`src/hw/rtl/tcgr_pkg.sv`:
```
// Shared types and constants for the text cell glyph renderer.
// Used by every module under hw/rtl; depends on nothing.
package tcgr_pkg;

   // defaults for the top-level parameters
   localparam int FRAME_WIDTH_DEF  = 640;
   localparam int FRAME_HEIGHT_DEF = 480;
   localparam int GRID_COLUMNS_DEF = 90;
   localparam int GRID_ROWS_DEF    = 30;
   localparam int GLYPH_COUNT_DEF  = 256;

   localparam int GLYPH_ROWS   = 8;
   localparam int GLYPH_COLS   = 8;
   localparam int MASK_BITS    = 16;
   localparam int THRESH_COUNT = GLYPH_ROWS - 1;

   // field widths
   localparam int PITCH_W = 14;
   localparam int ULINE_W = 5;
   localparam int FADDR_W = 11;
   localparam int BYTE_W  = 8;
   localparam int CROW_W  = 5;
   localparam int CCOL_W  = 7;
   localparam int CODE_W  = 8;
   localparam int PY_W    = 9;
   localparam int LX_W    = 10;
   localparam int CW_W    = 5;
   localparam int MASK_W  = 16;
   localparam int OFF_W   = 22;

   // frame coordinates and cell heights up to 1920 fit in 11 bits
   localparam int COORD_W = 11;
   // row counter covers the top 64 rows of a cell
   localparam int K_W     = 6;
   localparam int SX_W    = 3;

   localparam int CSR_DATA_W = 32;
   localparam int CSR_ADDR_W = 3;

   localparam logic [PITCH_W-1:0] PITCH_RESET  = 14'd1280;
   localparam logic [ULINE_W-1:0] ULINE_RESET  = 5'd3;
   localparam logic [BYTE_W-1:0]  FORCED_BITS  = 8'hFF;

   typedef enum logic {
      CMD_LOAD   = 1'b0,
      CMD_RENDER = 1'b1
   } cmd_type;

   typedef enum logic {
      CSR_LINE_PITCH     = 1'b0,
      CSR_UNDERLINE_ROWS = 1'b1
   } csr_index_type;

   // one pixel row of a cell on its way into the pixel pipeline
   typedef struct packed {
      logic [COORD_W-1:0]                py;
      logic [COORD_W-1:0]                left;
      logic [CW_W-1:0]                   shown;
      logic [MASK_BITS-1:0][SX_W-1:0]    lane_sel;
      logic                              forced;
      logic                              code_ok;
      logic                              last;
   } row_type;

   typedef struct packed {
      logic               en;
      logic [FADDR_W-1:0] addr;
      logic [BYTE_W-1:0]  data;
   } font_wr_type;

endpackage

```
`src/hw/rtl/tcgr_pix.sv`:
```
// Pixel pipeline: glyph bits to scaled row mask, scan line to byte offset.
// Depends on tcgr_pkg; font data arrives from tcgr_font alongside stage one.
module tcgr_pix (
   input  logic                            clock,
   input  logic                            reset,
   input  logic                            issue_valid,
   output logic                            issue_ready,
   input  tcgr_pkg::row_type               issue_row,
   input  logic [tcgr_pkg::BYTE_W-1:0]     font_q,
   input  logic [tcgr_pkg::PITCH_W-1:0]    line_pitch,
   output logic                            rsp_valid,
   input  logic                            rsp_ready,
   output logic [tcgr_pkg::PY_W-1:0]       rsp_pixel_y,
   output logic [tcgr_pkg::LX_W-1:0]       rsp_left_x,
   output logic [tcgr_pkg::CW_W-1:0]       rsp_cell_width,
   output logic [tcgr_pkg::MASK_W-1:0]     rsp_row_mask,
   output logic [tcgr_pkg::OFF_W-1:0]      rsp_byte_offset,
   output logic                            rsp_last
);

   localparam int PROD_W = tcgr_pkg::COORD_W + tcgr_pkg::PITCH_W;

   logic                         s1_valid_ff, s2_valid_ff, s3_valid_ff;
   logic                         s1_adv, s2_adv, s3_adv;

   tcgr_pkg::row_type            s1_ff;

   logic [tcgr_pkg::COORD_W-1:0] s2_py_ff, s2_left_ff;
   logic [tcgr_pkg::CW_W-1:0]    s2_shown_ff;
   logic [tcgr_pkg::MASK_W-1:0]  s2_mask_ff, mask_in;
   logic [tcgr_pkg::OFF_W-1:0]   s2_prod_ff;
   logic                         s2_last_ff;
   logic [PROD_W-1:0]            prod_full;
   logic [tcgr_pkg::BYTE_W-1:0]  bits;

   logic [tcgr_pkg::PY_W-1:0]    s3_py_ff;
   logic [tcgr_pkg::LX_W-1:0]    s3_left_ff;
   logic [tcgr_pkg::CW_W-1:0]    s3_shown_ff;
   logic [tcgr_pkg::MASK_W-1:0]  s3_mask_ff;
   logic [tcgr_pkg::OFF_W-1:0]   s3_off_ff, off_in;
   logic                         s3_last_ff;

   // each stage advances when empty or when the next one takes its row
   assign s3_adv      = !s3_valid_ff || rsp_ready;
   assign s2_adv      = !s2_valid_ff || s3_adv;
   assign s1_adv      = !s1_valid_ff || s2_adv;
   assign issue_ready = s1_adv;

   always_ff @(posedge clock) begin
      if (reset) begin
         s1_valid_ff <= 1'b0;
         s2_valid_ff <= 1'b0;
         s3_valid_ff <= 1'b0;
      end else begin
         if (s1_adv) begin
            s1_valid_ff <= issue_valid;
         end
         if (s2_adv) begin
            s2_valid_ff <= s1_valid_ff;
         end
         if (s3_adv) begin
            s3_valid_ff <= s2_valid_ff;
         end
      end
   end

   // stage two: select glyph bits, spread them over the lanes
   always_comb begin
      if (s1_ff.forced) begin
         bits = tcgr_pkg::FORCED_BITS;
      end else if (s1_ff.code_ok) begin
         bits = font_q;
      end else begin
         bits = '0;
      end
      for (int i = 0; i < tcgr_pkg::MASK_BITS; i++) begin
         mask_in[i] = (tcgr_pkg::CW_W'(i) < s1_ff.shown) &&
            bits[tcgr_pkg::SX_W'(tcgr_pkg::GLYPH_COLS - 1) - s1_ff.lane_sel[i]];
      end
   end

   assign prod_full = s1_ff.py * line_pitch;

   // stage three: add the column term to the line start
   assign off_in = s2_prod_ff +
      tcgr_pkg::OFF_W'({s2_left_ff, 1'b0});

   always_ff @(posedge clock) begin
      if (s1_adv) begin
         s1_ff <= issue_row;
      end
      if (s2_adv) begin
         s2_py_ff    <= s1_ff.py;
         s2_left_ff  <= s1_ff.left;
         s2_shown_ff <= s1_ff.shown;
         s2_mask_ff  <= mask_in;
         s2_prod_ff  <= prod_full[tcgr_pkg::OFF_W-1:0];
         s2_last_ff  <= s1_ff.last;
      end
      if (s3_adv) begin
         s3_py_ff    <= s2_py_ff[tcgr_pkg::PY_W-1:0];
         s3_left_ff  <= s2_left_ff[tcgr_pkg::LX_W-1:0];
         s3_shown_ff <= s2_shown_ff;
         s3_mask_ff  <= s2_mask_ff;
         s3_off_ff   <= off_in;
         s3_last_ff  <= s2_last_ff;
      end
   end

   assign rsp_valid       = s3_valid_ff;
   assign rsp_pixel_y     = s3_py_ff;
   assign rsp_left_x      = s3_left_ff;
   assign rsp_cell_width  = s3_shown_ff;
   assign rsp_row_mask    = s3_mask_ff;
   assign rsp_byte_offset = s3_off_ff;
   assign rsp_last        = s3_last_ff;

endmodule

```
`config.mk`:
```
export PLATFORM = sky130hd
export DESIGN_NAME = tcgr_pix
export DESIGN_NICKNAME = d
export VERILOG_FILES = /design/src/hw/rtl/tcgr_pkg.sv /design/src/hw/rtl/tcgr_pix.sv
export SDC_FILE = /design/constraint.sdc
export NUM_CORES = 1
export LEC_CHECK = 0
export ABC_AREA = 1
export BUFFER_PORTS_ARGS = -buffer_cell sky130_fd_sc_hd__buf_2
export CORE_UTILIZATION = 30
export CTS_CLUSTER_DIAMETER = 100
export CTS_CLUSTER_SIZE = 16
export DETAILED_ROUTE_END_ITERATION = 10
export SYNTH_ARGS = -nofsm -noshare
export SYNTH_HDL_FRONTEND = slang
export SYNTH_SLANG_ARGS = --single-unit
```
`constraint.sdc`:
```
create_clock -name clock -period 8.2 [get_ports clock]
set_input_delay 0 -clock clock [delete_from_list [all_inputs] [get_ports clock]]
set_output_delay 0 -clock clock [all_outputs]
set_load 0.1 [all_outputs]
```
==> metrics.txt <==
status=finished, final reports clean; met1 wire length=16500 um; # Max-Cap Violations=0; Post-synth EDFFs=205; Root Buffer=clkbuf_16; startpoint types=flip-flop; drt pass-1 iters=5; Iter 0 DRT Violations=644; sequential area share after synthesis=0.454; vias per inst=4.49; worst-path maximum fanout=15; CTS Buffer Depth=3; Initial Utilization=0.307; met3 WL=1940 um; Yosys cell types=40; Setup WS pre-CTS=3.06 ns; die width=216 um; yosys warns=0; Avg WL per Cell=15.6 um; total power=5.21 mW; clk slew on worst S/H paths=0.08 ns; pwr dens=317 mW/mm2; die height=216 um; Hold Fails Final Rpt=0; synthesis-to-finish area growth=20.2%; largest area contributor in the netlist=edfxtp_1; port bufs=168; Final GP Congestion=0.830; fin cells=2267; Sink Count=208; Crit Path Category=flip-flop to flip-flop; Final Skew=0.0228 ns; Rows=77; static leakage power=8.09 nW; net count after synthesis=1698; most frequent cells in the layout=376 x nand2_1, 295 x inv_1, 205 x edfxtp_1, 168 x buf_2, 106 x fa_1; Resized Gates After CTS=0; Final ANT Viol Nets=0; Slew Viols, Final=0; worst hold slack=0.202 ns; worst slew pin tran=0.990 ns; # placed instances=2160; Final Instance Area=0.0164 mm2; antenna violations before repair=2; final worst setup slack=3.07 ns; main area contributors after synthesis=edfxtp_1 45%, fa_1 16%, nand2_1 10%; Die ar.=0.0465 mm2; worst hold path class=primary input to flip-flop; nets=1938; core area=0.0446 mm2; crit path time final=5.13 ns; CTS tree=built; Setup crit end kind=flip-flop; worst endpoint required time=8.46 ns; layout cell share with drive strength beyond 1=0.133; Peak supply drop=282 uV; Rel. slew slack=0.340; Detailed Place HPWL=26400 um; placed inst area=0.0152 mm2; setup tns final=0 ns; fmax=195 MHz; largest net degree at the start of global routing=71; I/O pin count=169; Worst-Skew Late Latency=0.50 ns; clock buffer count from CTS=17; Tot GR Track Use=0.153; vias in the first global route=10500; first-pass GRT wire length=56200 um; uppermost layer routed=met4; FF+latch count, synth=208; Post-synth ARST share=0; drc violations=0; ys flop type=edfxtp_1; setup violators final=0; met2 wire length=15700 um; final core occ=0.369; Tcrit/Tclk final=0.625; gr ovfl total=0; Syn Area/Cell=9.58 um2; share of the synthesized area in the top cell type=0.450; Gate Count Post-Synth=1428; commonest non-fill, non-tap cell in the layout=nand2_1; WL final=35400 um; RSZ-0062 raised after global routing=no; H-tree depth=1; vias after detailed routing=10200; critical path arrival=5.39 ns; Mapped Area=0.0137 mm2
==> worst max-delay path: stages, from the launching register on <==
cell      delay (ns)
edfxtp_1        0.73
nand2_1         0.16
fa_1            0.56
inv_1           0.05
fa_1            0.47
fa_1            0.53
fa_1            0.55
inv_1           0.05
fa_1            0.52
inv_1           0.04
ha_1            0.36
nand2_1         0.17
inv_1           0.05
a21oi_1         0.26
nor3_1          0.07
nor2_1          0.13
nand2_1         0.07
nand2_1         0.06
nand2_1         0.05
==> worst paths after layout <==
| kind | startpoint | end | slack, ns | depth (start not counted) |
|---|---|---|---|---|
| max | s1_ff[74]$_DFFE_PP_ | s2_prod_ff[17]$_DFFE_PP_ | 3.07 | 18 |
| min | font_q[3] | s2_mask_ff[9]$_DFFE_PP_ | 0.20 | 7 |
| min reg2reg | s2_py_ff[7]$_DFFE_PP_ | rsp_pixel_y[7]$_DFFE_PP_ | 0.41 | 0 |
| max reg2reg | s1_ff[74]$_DFFE_PP_ | s2_prod_ff[17]$_DFFE_PP_ | 3.07 | 18 |
==> what timing repair did <==
action | in CTS | in global routing
hold buffers | 81 | 0
hold endpoints to repair | 82 | 0
setup buffers | 0 | 0
endpoints found under the setup margin | 0 | 0
==> per-layer routing <==
layer,global-route usage,vias up
li1,-,5000
met1,0.212,4782
met2,0.242,326
met3,0.0224,76
met4,0.0584,0
met5,0,-
==> Yosys cell counts, types with 2 or more instances <==
| master | number |
|---|---|
| o211ai_1 | 21 |
| nand3_1 | 53 |
| o21a_1 | 2 |
| nand2_4 | 2 |
| nor2_1 | 56 |
| nand4_1 | 9 |
| ha_1 | 60 |
| xnor2_1 | 3 |
| edfxtp_1 | 205 |
| buf_4 | 4 |
| and2_1 | 2 |
| or2_1 | 2 |
| nand2_2 | 14 |
| dfxtp_1 | 3 |
| a21o_1 | 3 |
| xor2_1 | 19 |
| clkbuf_1 | 24 |
| nand3b_1 | 7 |
| fa_1 | 106 |
| nor3_1 | 8 |
| o21ai_0 | 43 |
| inv_1 | 296 |
| inv_2 | 6 |
| nor2_2 | 2 |
| a21oi_1 | 75 |
| nand2_1 | 378 |
| o21ai_1 | 7 |
| o21bai_1 | 4 |
| nor2_4 | 2 |
| nor3b_1 | 2 |
==> cell type report <==
| type | instances | area, um2 |
|---|---|---|
| Clock buffer | 21 | 440 |
| Timing Repair Buffer | 251 | 1670 |
| Multi-Input combinational cell | 887 | 6210 |
| Fill cell | 4479 | 28200 |
| Clock inverter | 3 | 28.8 |
| Antenna cell | 2 | 5.00 |
| Inverter | 303 | 1140 |
| Tap cell | 592 | 741 |
| Sequential cell | 208 | 6220 |
==> kinds of logic (layout without fill, tap and decap cells) <==
| family | count (synthesis) | after routing | synth area share |
|---|---|---|---|
| AOI/OAI and AO/OA | 157 | 157 | 0.0634 |
| other | 0 | 2 | 0 |
| buffers and inverters | 333 | 578 | 0.0932 |
| adders and majority gates | 166 | 166 | 0.210 |
| and+or+nand+nor | 542 | 542 | 0.165 |
| DFF | 208 | 208 | 0.454 |
| xor gates and xnor gates | 22 | 22 | 0.0141 |
==> registers in the layout, summed over array words and instances, names as in the netlist <==
| register | flops |
|---|---|
| rsp_left_x | 10 |
| s2_last_ff | 1 |
| s1_ff | 78 |
| s2_left_ff | 11 |
| s2_valid_ff | 1 |
| s2_prod_ff | 22 |
| s1_valid_ff | 1 |
| rsp_valid | 1 |
| rsp_cell_width | 5 |
| rsp_row_mask | 16 |
| rsp_pixel_y | 9 |
| rsp_last | 1 |
| s2_mask_ff | 16 |
| rsp_byte_offset | 22 |
| s2_py_ff | 9 |
| s2_shown_ff | 5 |
==> power by group <==
part	internal [mW]	total, mW	switching (mW)
clock	0.384	0.759	0.375
combinational	0.900	2.90	2.00
sequential	1.45	1.55	0.102
total	2.73	5.21	2.48
(Power assumes the default switching activity.)
